[src/design/sequenced_source_deduplicating_deframer_unit_assert.svh]
// Assertion macros for the deframer.
`ifndef SEQUENCED_SOURCE_DEDUPLICATING_DEFRAMER_UNIT_ASSERT_SVH
`define SEQUENCED_SOURCE_DEDUPLICATING_DEFRAMER_UNIT_ASSERT_SVH

// same-cycle implication
`define SSDD_ASSERT_IMP(lbl, ante, cons, msg) \
    lbl: assert property (@(posedge clk) disable iff (!rst_n) (ante) |-> (cons)) else $error(msg);

// next-cycle implication
`define SSDD_ASSERT_NXT(lbl, ante, cons, msg) \
    lbl: assert property (@(posedge clk) disable iff (!rst_n) (ante) |=> (cons)) else $error(msg);

`endif

[src/design/ssdd_pkg.sv]
`default_nettype none
package ssdd_pkg;

    localparam int SOURCE_SLOTS  = 16;
    localparam int RING_DEPTH    = 16;
    localparam int MAX_MSG_BYTES = 8;
    localparam int ID_BYTES      = 16;
    localparam int MAX_RESULTS   = 16;

    localparam int SLOT_W = (SOURCE_SLOTS > 1) ? $clog2(SOURCE_SLOTS) : 1;
    localparam int RING_W = (RING_DEPTH > 1) ? $clog2(RING_DEPTH) : 1;
    localparam int EMIT_MAX = (RING_DEPTH < MAX_RESULTS) ? RING_DEPTH : MAX_RESULTS;
    localparam int ID_W = 8 * ID_BYTES;
    localparam int POS_W = 6;
    localparam int POS_MAX = (1 << POS_W) - 1;

    typedef enum logic [2:0] {
        ST_MSG     = 3'd0,
        ST_BAD_HDR = 3'd1,
        ST_NEW     = 3'd2,
        ST_DUP     = 3'd3,
        ST_BACK    = 3'd4,
        ST_FULL    = 3'd5,
        ST_SHORT   = 3'd6,
        ST_EMPTY   = 3'd7
    } status_t;

    typedef enum logic {
        REG_HDR_WORD = 1'b0,
        REG_HDR_LEN  = 1'b1
    } cfg_reg_t;

    typedef enum logic [1:0] {
        L_IDLE,
        L_READ,
        L_CMP
    } lk_state_t;

    typedef enum logic [2:0] {
        T_RUN,
        T_SCAN,
        T_ERD,
        T_EOUT,
        T_STAT
    } top_state_t;

    typedef struct packed {
        status_t             verdict;
        logic [SLOT_W-1:0]   slot;
        logic [7:0]          count;
    } lk_res_t;

endpackage
`default_nettype wire

[src/design/ssdd_lookup.sv]
`default_nettype none
module ssdd_lookup
    import ssdd_pkg::*;
(
    input  wire logic            clk,
    input  wire logic            rst_n,
    input  wire logic            start,
    input  wire logic [ID_W-1:0] id,
    input  wire logic [7:0]      seq,
    output logic                 done,
    output lk_res_t              res
);

    localparam int ENT_W = ID_W + 8;

    logic [ENT_W-1:0] src_mem [SOURCE_SLOTS];
    logic [ENT_W-1:0] rd_reg;

    lk_state_t         state_reg, state_next;
    logic [SLOT_W-1:0] idx_reg, idx_next;
    logic [SOURCE_SLOTS-1:0] vld_reg, vld_next;
    logic              done_reg, done_next;
    lk_res_t           res_reg, res_next;

    logic              we;
    logic [SLOT_W-1:0] waddr;
    logic              free_ok;
    logic [SLOT_W-1:0] free_idx;
    logic              hit;
    logic [7:0]        old_seq;

    always_comb
    begin
        free_ok  = 1'b0;
        free_idx = '0;
        for (int i = SOURCE_SLOTS - 1; i >= 0; i--)
        begin
            if (!vld_reg[i])
            begin
                free_ok  = 1'b1;
                free_idx = SLOT_W'(i);
            end
        end
    end

    assign old_seq = rd_reg[7:0];
    assign hit     = vld_reg[idx_reg] && (rd_reg[ENT_W-1:8] == id);

    always_comb
    begin
        state_next = state_reg;
        idx_next   = idx_reg;
        vld_next   = vld_reg;
        done_next  = 1'b0;
        res_next   = res_reg;
        we         = 1'b0;
        waddr      = idx_reg;
        case (state_reg)
            L_IDLE:
            begin
                if (start)
                begin
                    idx_next   = '0;
                    state_next = L_READ;
                end
            end
            L_READ:
            begin
                state_next = L_CMP;
            end
            L_CMP:
            begin
                if (hit)
                begin
                    done_next     = 1'b1;
                    state_next    = L_IDLE;
                    res_next.slot = idx_reg;
                    res_next.count = 8'd0;
                    if (seq == old_seq)
                    begin
                        res_next.verdict = ST_DUP;
                    end
                    else if (seq < old_seq)
                    begin
                        res_next.verdict = ST_BACK;
                    end
                    else
                    begin
                        res_next.verdict = ST_MSG;
                        res_next.count   = seq - old_seq;
                        we               = 1'b1;
                    end
                end
                else if (idx_reg == SLOT_W'(SOURCE_SLOTS - 1))
                begin
                    done_next      = 1'b1;
                    state_next     = L_IDLE;
                    res_next.count = 8'd0;
                    if (free_ok)
                    begin
                        we                 = 1'b1;
                        waddr              = free_idx;
                        vld_next[free_idx] = 1'b1;
                        res_next.verdict   = ST_NEW;
                        res_next.slot      = free_idx;
                    end
                    else
                    begin
                        res_next.verdict = ST_FULL;
                        res_next.slot    = '0;
                    end
                end
                else
                begin
                    idx_next   = idx_reg + 1'b1;
                    state_next = L_READ;
                end
            end
            default:
            begin
                state_next = L_IDLE;
            end
        endcase
    end

    always_ff @(posedge clk)
    begin
        if (we)
        begin
            src_mem[waddr] <= {id, seq};
        end
        if (state_reg == L_READ)
        begin
            rd_reg <= src_mem[idx_reg];
        end
    end

    always_ff @(posedge clk or negedge rst_n)
    begin
        if (!rst_n)
        begin
            state_reg <= L_IDLE;
            idx_reg   <= '0;
            vld_reg   <= '0;
            done_reg  <= 1'b0;
            res_reg   <= '0;
        end
        else
        begin
            state_reg <= state_next;
            idx_reg   <= idx_next;
            vld_reg   <= vld_next;
            done_reg  <= done_next;
            res_reg   <= res_next;
        end
    end

    assign done = done_reg;
    assign res  = res_reg;

endmodule
`default_nettype wire

[src/design/sequenced_source_deduplicating_deframer_unit.sv]
// Channel  Dir  Handshake               Payload
// s_*      in   s_tvalid / s_tready     tdata: data_byte; tlast: last_byte
// m_*      out  m_tvalid / m_tready     tdata: bytes,len,src,status; tuser: trunc; tlast: last
// cfg_*    in   cfg_valid / cfg_ready   cfg_index, cfg_data
//
// One datagram word per cycle while s_tready is high; it is low during a source search
// and while results go out. The sequence word starts a source search that holds s_tready
// low until a hit or the last slot (one source memory read and compare per slot).
// Each message result takes a ring memory read, then the output register; a status
// result only the output register, which lets a new datagram start while a result waits.
// No clearing pass after reset; source valid bits reset in flops.
`default_nettype none
`include "sequenced_source_deduplicating_deframer_unit_assert.svh"
module sequenced_source_deduplicating_deframer_unit
    import ssdd_pkg::*;
(
    input  wire logic        clk,
    input  wire logic        rst_n,
    input  wire logic        s_tvalid,
    output logic             s_tready,
    input  wire logic [7:0]  s_tdata,   // [7:0] data_byte
    input  wire logic        s_tlast,
    output logic             m_tvalid,
    input  wire logic        m_tready,
    output logic [79:0]      m_tdata,   // [63:0] message_bytes, [71:64] message_length,
                                        // [75:72] source_index, [78:76] status, [79] zero
    output logic             m_tuser,   // [0] truncated
    output logic             m_tlast,
    input  wire logic        cfg_valid,
    output logic             cfg_ready,
    input  wire logic        cfg_index,
    input  wire logic [63:0] cfg_data
);

    localparam int RENT_W = 72;

    logic [RENT_W-1:0] ring_mem [RING_DEPTH];
    logic [RENT_W-1:0] ring_rd_reg;

    logic [63:0] hdr_word_reg;
    logic [3:0]  hdr_len_reg;

    top_state_t        state_reg, state_next;
    logic [POS_W-1:0]  pos_reg, pos_next;
    logic [ID_W-1:0]   id_reg, id_next;
    status_t           verdict_reg, verdict_next;
    logic [SLOT_W-1:0] slot_reg, slot_next;
    logic [7:0]        newcnt_reg, newcnt_next;
    logic [7:0]        left_reg, left_next;
    logic [3:0]        bidx_reg, bidx_next;
    logic [7:0]        msgs_reg, msgs_next;
    logic [63:0]       cur_msg_reg, cur_msg_next;
    logic [7:0]        cur_len_reg, cur_len_next;
    logic [RING_W-1:0] head_reg, head_next;
    logic [7:0]        seq_reg, seq_next;
    logic              last_pend_reg, last_pend_next;
    status_t           stat_code_reg, stat_code_next;
    logic [3:0]        stat_src_reg, stat_src_next;
    logic [4:0]        emit_cnt_reg, emit_cnt_next;
    logic [RING_W-1:0] emit_slot_reg, emit_slot_next;

    logic              ovalid_reg, ovalid_next;
    logic [63:0]       obytes_reg, obytes_next;
    logic [7:0]        olen_reg, olen_next;
    logic              otrunc_reg, otrunc_next;
    logic [3:0]        osrc_reg, osrc_next;
    status_t           ostat_reg, ostat_next;
    logic              olast_reg, olast_next;

    logic              ring_we;
    logic [RING_W-1:0] ring_waddr;
    logic [RENT_W-1:0] ring_wdata;
    logic              ring_re;

    logic              lk_start;
    logic              lk_done;
    lk_res_t           lk_res;

    logic              in_fire;
    logic              out_free;
    logic [3:0]        hl;
    logic [POS_W-1:0]  id_end;
    logic [3:0]        sh4;
    logic [7:0]        want;
    logic [7:0]        b;
    logic [7:0]        cnt_a;
    logic [4:0]        cnt_c;

    ssdd_lookup u_lookup (
        .clk   (clk),
        .rst_n (rst_n),
        .start (lk_start),
        .id    (id_reg),
        .seq   (seq_reg),
        .done  (lk_done),
        .res   (lk_res)
    );

    assign cfg_ready = 1'b1;

    always_ff @(posedge clk or negedge rst_n)
    begin
        if (!rst_n)
        begin
            hdr_word_reg <= '0;
            hdr_len_reg  <= '0;
        end
        else if (cfg_valid)
        begin
            case (cfg_index)
                REG_HDR_WORD: hdr_word_reg <= cfg_data;
                REG_HDR_LEN:  hdr_len_reg  <= cfg_data[3:0];
                default:      hdr_len_reg  <= hdr_len_reg;
            endcase
        end
    end

    assign s_tready = (state_reg == T_RUN);
    assign in_fire  = s_tvalid && s_tready;
    assign out_free = !ovalid_reg || m_tready;
    assign b        = s_tdata;
    assign hl       = (hdr_len_reg > 4'd8) ? 4'd8 : hdr_len_reg;
    assign id_end   = POS_W'(hl) + POS_W'(ID_BYTES);
    assign sh4      = hl - 4'd1 - pos_reg[3:0];
    assign want     = hdr_word_reg[{sh4[2:0], 3'b000} +: 8];

    always_comb
    begin
        state_next     = state_reg;
        pos_next       = pos_reg;
        id_next        = id_reg;
        verdict_next   = verdict_reg;
        slot_next      = slot_reg;
        newcnt_next    = newcnt_reg;
        left_next      = left_reg;
        bidx_next      = bidx_reg;
        msgs_next      = msgs_reg;
        cur_msg_next   = cur_msg_reg;
        cur_len_next   = cur_len_reg;
        head_next      = head_reg;
        seq_next       = seq_reg;
        last_pend_next = last_pend_reg;
        stat_code_next = stat_code_reg;
        stat_src_next  = stat_src_reg;
        emit_cnt_next  = emit_cnt_reg;
        emit_slot_next = emit_slot_reg;
        ovalid_next    = ovalid_reg && !m_tready;
        obytes_next    = obytes_reg;
        olen_next      = olen_reg;
        otrunc_next    = otrunc_reg;
        osrc_next      = osrc_reg;
        ostat_next     = ostat_reg;
        olast_next     = olast_reg;
        ring_we        = 1'b0;
        ring_waddr     = head_reg;
        ring_wdata     = '0;
        ring_re        = 1'b0;
        lk_start       = 1'b0;
        cnt_a          = 8'd0;
        cnt_c          = 5'd0;

        case (state_reg)
            T_RUN:
            begin
                if (in_fire)
                begin
                    if (pos_reg < POS_W'(hl))
                    begin
                        if (want != b)
                        begin
                            verdict_next = ST_BAD_HDR;
                        end
                    end
                    else if (verdict_reg == ST_BAD_HDR)
                    begin
                        verdict_next = ST_BAD_HDR;
                    end
                    else if (pos_reg < id_end)
                    begin
                        id_next = {id_reg[ID_W-9:0], b};
                    end
                    else if (pos_reg == id_end)
                    begin
                        seq_next       = b;
                        lk_start       = 1'b1;
                        last_pend_next = s_tlast;
                        state_next     = T_SCAN;
                    end
                    else if (verdict_reg == ST_MSG)
                    begin
                        if (left_reg == 8'd0)
                        begin
                            ring_we      = 1'b1;
                            ring_waddr   = head_reg;
                            ring_wdata   = {64'd0, b};
                            cur_msg_next = 64'd0;
                            cur_len_next = b;
                            left_next    = b;
                            bidx_next    = 4'd0;
                            head_next    = head_reg + 1'b1;
                            if (msgs_reg != 8'hFF)
                            begin
                                msgs_next = msgs_reg + 8'd1;
                            end
                        end
                        else
                        begin
                            if (bidx_reg < 4'(MAX_MSG_BYTES))
                            begin
                                cur_msg_next[{3'd7 - bidx_reg[2:0], 3'b000} +: 8] = b;
                                bidx_next = bidx_reg + 4'd1;
                            end
                            left_next  = left_reg - 8'd1;
                            ring_we    = 1'b1;
                            ring_waddr = head_reg - 1'b1;
                            ring_wdata = {cur_msg_next, cur_len_reg};
                        end
                    end
                    if (pos_reg != POS_W'(POS_MAX))
                    begin
                        pos_next = pos_reg + 1'b1;
                    end

                    if (s_tlast && !(pos_reg == id_end && verdict_reg != ST_BAD_HDR))
                    begin
                        state_next = T_STAT;
                        stat_src_next = 4'(slot_reg);
                        if (verdict_next == ST_BAD_HDR ||
                            ({1'b0, pos_reg} + 1'b1) < {1'b0, POS_W'(hl)})
                        begin
                            stat_code_next = ST_BAD_HDR;
                            stat_src_next  = 4'd0;
                        end
                        else if (pos_reg < id_end)
                        begin
                            stat_code_next = ST_SHORT;
                            stat_src_next  = 4'd0;
                        end
                        else if (verdict_reg != ST_MSG)
                        begin
                            stat_code_next = verdict_reg;
                            if (verdict_reg == ST_FULL)
                            begin
                                stat_src_next = 4'd0;
                            end
                        end
                        else if (msgs_next == 8'd0)
                        begin
                            stat_code_next = ST_EMPTY;
                        end
                        else
                        begin
                            cnt_a = (newcnt_reg < msgs_next) ? newcnt_reg : msgs_next;
                            cnt_c = (cnt_a > 8'(EMIT_MAX)) ? 5'(EMIT_MAX) : cnt_a[4:0];
                            emit_cnt_next  = cnt_c;
                            emit_slot_next = head_next - 1'b1;
                            state_next     = T_ERD;
                        end
                        pos_next     = '0;
                        id_next      = '0;
                        verdict_next = ST_MSG;
                        slot_next    = '0;
                        newcnt_next  = 8'd0;
                        left_next    = 8'd0;
                        bidx_next    = 4'd0;
                        msgs_next    = 8'd0;
                    end
                end
            end
            T_SCAN:
            begin
                if (lk_done)
                begin
                    verdict_next = lk_res.verdict;
                    slot_next    = lk_res.slot;
                    newcnt_next  = lk_res.count;
                    state_next   = T_RUN;
                    if (last_pend_reg)
                    begin
                        state_next     = T_STAT;
                        stat_code_next = (lk_res.verdict == ST_MSG) ? ST_EMPTY : lk_res.verdict;
                        stat_src_next  = (lk_res.verdict == ST_FULL) ? 4'd0 : 4'(lk_res.slot);
                        pos_next       = '0;
                        id_next        = '0;
                        verdict_next   = ST_MSG;
                        slot_next      = '0;
                        newcnt_next    = 8'd0;
                        left_next      = 8'd0;
                        bidx_next      = 4'd0;
                        msgs_next      = 8'd0;
                        last_pend_next = 1'b0;
                    end
                end
            end
            T_ERD:
            begin
                ring_re    = 1'b1;
                state_next = T_EOUT;
            end
            T_EOUT:
            begin
                if (out_free)
                begin
                    ovalid_next    = 1'b1;
                    obytes_next    = ring_rd_reg[71:8];
                    olen_next      = ring_rd_reg[7:0];
                    otrunc_next    = ring_rd_reg[7:0] > 8'(MAX_MSG_BYTES);
                    osrc_next      = stat_src_reg;
                    ostat_next     = ST_MSG;
                    olast_next     = (emit_cnt_reg == 5'd1);
                    emit_cnt_next  = emit_cnt_reg - 5'd1;
                    emit_slot_next = emit_slot_reg - 1'b1;
                    state_next     = (emit_cnt_reg == 5'd1) ? T_RUN : T_ERD;
                end
            end
            T_STAT:
            begin
                if (out_free)
                begin
                    ovalid_next = 1'b1;
                    obytes_next = 64'd0;
                    olen_next   = 8'd0;
                    otrunc_next = 1'b0;
                    osrc_next   = stat_src_reg;
                    ostat_next  = stat_code_reg;
                    olast_next  = 1'b1;
                    state_next  = T_RUN;
                end
            end
            default:
            begin
                state_next = T_RUN;
            end
        endcase
    end

    always_ff @(posedge clk)
    begin
        if (ring_we)
        begin
            ring_mem[ring_waddr] <= ring_wdata;
        end
        if (ring_re)
        begin
            ring_rd_reg <= ring_mem[emit_slot_reg];
        end
        id_reg      <= id_next;
        cur_msg_reg <= cur_msg_next;
        cur_len_reg <= cur_len_next;
        seq_reg     <= seq_next;
        obytes_reg  <= obytes_next;
        olen_reg    <= olen_next;
        otrunc_reg  <= otrunc_next;
        osrc_reg    <= osrc_next;
        ostat_reg   <= ostat_next;
        olast_reg   <= olast_next;
    end

    always_ff @(posedge clk or negedge rst_n)
    begin
        if (!rst_n)
        begin
            state_reg     <= T_RUN;
            pos_reg       <= '0;
            verdict_reg   <= ST_MSG;
            slot_reg      <= '0;
            newcnt_reg    <= '0;
            left_reg      <= '0;
            bidx_reg      <= '0;
            msgs_reg      <= '0;
            head_reg      <= '0;
            last_pend_reg <= 1'b0;
            stat_code_reg <= ST_MSG;
            stat_src_reg  <= '0;
            emit_cnt_reg  <= '0;
            emit_slot_reg <= '0;
            ovalid_reg    <= 1'b0;
        end
        else
        begin
            state_reg     <= state_next;
            pos_reg       <= pos_next;
            verdict_reg   <= verdict_next;
            slot_reg      <= slot_next;
            newcnt_reg    <= newcnt_next;
            left_reg      <= left_next;
            bidx_reg      <= bidx_next;
            msgs_reg      <= msgs_next;
            head_reg      <= head_next;
            last_pend_reg <= last_pend_next;
            stat_code_reg <= stat_code_next;
            stat_src_reg  <= stat_src_next;
            emit_cnt_reg  <= emit_cnt_next;
            emit_slot_reg <= emit_slot_next;
            ovalid_reg    <= ovalid_next;
        end
    end

    assign m_tvalid = ovalid_reg;
    assign m_tdata  = {1'b0, ostat_reg, osrc_reg, olen_reg, obytes_reg};
    assign m_tuser  = otrunc_reg;
    assign m_tlast  = olast_reg;

    `SSDD_ASSERT_IMP(a_done_in_scan, lk_done, state_reg == T_SCAN, "lookup done outside scan")
    `SSDD_ASSERT_IMP(a_emit_nonzero, state_reg == T_ERD || state_reg == T_EOUT,
        emit_cnt_reg != 5'd0, "emit with zero count")
    `SSDD_ASSERT_IMP(a_status_last, m_tvalid && ostat_reg != ST_MSG, m_tlast,
        "status result not last")
    `SSDD_ASSERT_NXT(a_scan_hold, state_reg == T_SCAN && !lk_done, !s_tready,
        "input taken during scan")

endmodule
`default_nettype wire

[config.mk]
export PLATFORM = sky130hd
export DESIGN_NAME = sequenced_source_deduplicating_deframer_unit
export DESIGN_NICKNAME = d
export VERILOG_FILES = /design/src/design/ssdd_pkg.sv /design/src/design/ssdd_lookup.sv /design/src/design/sequenced_source_deduplicating_deframer_unit.sv
export VERILOG_INCLUDE_DIRS = /design/src /design/src/design
export SDC_FILE = /design/constraint.sdc
export NUM_CORES = 2
export LEC_CHECK = 0
export BUFFER_PORTS_ARGS = -buffer_cell sky130_fd_sc_hd__buf_2
export CORE_ASPECT_RATIO = 0.9
export CORE_MARGIN = 10
export CORE_UTILIZATION = 63
export CTS_CLUSTER_SIZE = 8
export DETAILED_ROUTE_END_ITERATION = 8
export PLACE_DENSITY = 0.79
export SYNTH_ARGS = -nofsm -noshare
export SYNTH_HDL_FRONTEND = slang
export SYNTH_HIERARCHICAL = 1
export SYNTH_SLANG_ARGS = --single-unit
[constraint.sdc]
create_clock -name clk -period 15.5 [get_ports clk]
set_input_delay 2.325 -clock clk [delete_from_list [all_inputs] [get_ports clk]]
set_output_delay 2.325 -clock clk [all_outputs]
set_load 0.005 [all_outputs]
==> impl_results.md <==
- Status: complete, but fails checks
- Failing checks: design-rule violations
- Crit share post-route: 0.515
- Largest register FFs: 2176
- Ports: 164
- Fin. Hold Viols: 0
- Total Power: 27.4 mW
- Critical-path maximum fanout: 45
- Vias per std cell: 7.63
- Grt ovf: 0
- Crit path top cell by count: buf_4
- Initial Util: 0.632
- Syn_area_per_cell: 22.3 um^2
- Initial antenna violation count: 30
- Post-CTS Hold Fix Bufs: 0
- Async SR Flop Fraction: 0.0430
- Post-synthesis cell area: 154000 um^2
- Post-synth top area cell: edfxtp_1
- Worst R2R End: u_lookup/src_mem[3][115]
- Drt first pass iters: 9
- Final wirelength: 440000 um
- Critical Path AT: 8490 ps
- Setup Viol. Count Final: 0
- Setup TNS Final: 0 ps
- Clock Pin Slew Worst Setup and Hold Paths: 60 ps
- Nets: 7607
- Initial DRC count: 14600
- Yosys warns: 6
- Critical Path Stages: 13
- Pwr dens: 156 nW/um^2
- CP delay by family, top: buffers and inverters
- Crit path launch type: register
- Largest net degree at the start of global routing: 163
- PortBufs: 161
- Share of the yosys chip area belonging to registers: 0.774
- Fin. max-slew vios: 0
- Cells after synthesis: 6904
- Total GRT Usage: 0.332
- Share of layout cells above drive strength 1: 0.292
- Worst path slowest cell: buf_4
- Max_cap viols: 0
- Crit. Startpoint: id_reg[97]
- Post-CTS sizing: 0
- Required @ worst endpoint: 16000 ps
- Synth Register Bits: 3997
- R2r setup slk: 7510 ps
- RSZ-0062 raised after global routing: no
- Die area: 264000 um^2
- Synth cell count leaders: edfxtp_1 (3825), mux4_2 (1061), clkbuf_1 (245), nor2_1 (212), dfrtp_1 (172)
- WHS: 451 ps
- HP Class: reg2reg
- Primary FF master, synth: edfxtp_1
- Crit path buf inv count: 5
- Count of cell types in the netlist: 89
- Top cells by area, synth: edfxtp_1 (75%), mux4_2 (16%), dfrtp_1 (2.8%)
- Synth-to-layout area growth: 13.8%
- Most common cell in the netlist: edfxtp_1
- Post-detail-place hpwl: 189000 um
- Post-synth EDFFs: 3825
- Root buf cell: clkbuf_16
- Wire length of the first global-routing pass: 632000 um
- Clock Tree Buf Depth: 4
- Clk Latency, worst-skew pair: 960 ps
- CTS tree: done
- Synth top area share: 0.746
- Leak: 55.4 nW
- Drt wl/cell: 40.6 um
- Highest clock rate: 125 MHz
- Worst Hold Launch: stat_src_reg[3]
- Worst Max-Slew Pin Slew: 1450 ps
- Row count: 172
- RD Place Congestion: 0.817
- Worst hold path endpoint: osrc_reg[3]
- Crit path time final: 7990 ps
- Detailed-route DRC error count: 5
- Routed vias: 82800
- Fillers: 12200
- Mapped Nets: 7024
- CP endpoint kind: register
- Crit-path max cell delay: 900 ps
- Final ANT Viol Nets: 0
- Crit Path Class: reg2reg
- CTS HTree Levels: 6
- Worst vdd ir: 203 uV
- Core area: 244000 um^2
- Max-slew headroom: 0.0361
- Reg2reg start: id_reg[97]
- Die width: 541 um
- Crit path cell chain: xor2_1, nor4_1, buf_4, nand4_1, nor4_1, and3_1, buf_4, nor2_4, mux2i_1, nor2_4, buf_4, buf_4, buf_4
- Num CTS Buffers: 574
- Layout Skew: 93.0 ps
- Vias in the first global route: 85500
- Reg2Reg Depth: 13
- # Post-CTS Setup Buffers: 0
- Post-Layout Cell Count: 10800
- Clock Sinks: 3997
- Hold Path Cell Cnt: 0
- Cells after DPL: 10100
- Die height: 489 um
-- worst register-to-register path, stage by stage (launching register included) --
cell      delay, ps
edfxtp_1        640
xor2_1          280
nor4_1          790
buf_4           280
nand4_1         460
nor4_1          580
and3_1          340
buf_4           400
nor2_4          140
mux2i_1         370
nor2_4          550
buf_4           750
buf_4          1000
buf_4           930
-- cells by family after synthesis --
kind of cell,after synthesis,share of synthesized area
AOI/OAI and AO/OA,290,0.0116
xor gates and xnor gates,163,0.00928
adders and majority gates,41,0.00343
buffers and inverters,396,0.0100
DFF,3997,0.774
muxes,1164,0.163
other,2,0.0000488
and+or+nand+nor,851,0.0284
-- metrics by stage --
step           instance area (um^2)   util  worst slack (ps)
6_report                     175000  0.719              7510
4_1_cts                      175000  0.718              7930
3_5_place_dp                 159000  0.654              8050
5_1_grt                      175000  0.719              7500
3_3_place_gp                 159000  0.654              8150
2_1_floorplan                154000      -              2650
-- where the power goes --
part           total, mW  internal [mW]  leakage, nW  switching [mW]
registers           13.8           12.9         36.1           0.894
logic               2.11          0.596         11.7            1.51
clock network       11.4           6.74         7.61            4.70
-- worst max path at each step --
stage                                to  slack [ps]
3_3_place_gp   u_lookup/src_mem[3][135]        8150
5_1_grt        u_lookup/src_mem[3][115]        7500
3_5_place_dp   u_lookup/src_mem[3][135]        8050
2_1_floorplan                 id_reg[0]        2650
4_1_cts        u_lookup/src_mem[3][115]        7930
6_report       u_lookup/src_mem[3][115]        7510
-- final cells by class --
cell class / count / area, um^2 / area share
timing repair buffer: 358 / 2490 / 0.0142
tap: 3219 / 4030 / 0.0230
inverter: 45 / 169 / 0.000965
clock inverter: 46 / 795 / 0.00454
multi-input combinational: 2511 / 33500 / 0.191
antenna: 19 / 47.5 / 0.000272
clock buffer: 649 / 14800 / 0.0847
sequential: 3997 / 119000 / 0.681
-- layer usage --
metal / part of all wire / vias to the layer above / wire length (um) / GRT usage
met5: 0.00045 / - / 199 / 0
met4: 0.056 / 20 / 24600 / 0.151
met3: 0.14 / 1735 / 62900 / 0.0980
met2: 0.47 / 8858 / 208000 / 0.517
met1: 0.33 / 42300 / 144000 / 0.444
li1: - / 29800 / - / -
-- placed cells by master, fill, tap and decap left out, types with 83 or more instances in the layout --
cell type	instances
dfrtp_1	164
nor2_1	179
clkbuf_16	583
xor2_1	136
mux4_2	1061
buf_4	181
edfxtp_1	3825
nor2b_1	83
buf_2	160
nand2_1	165
a21oi_1	95
o21ai_0	83
and3_1	132
(Power assumes the default switching activity.)
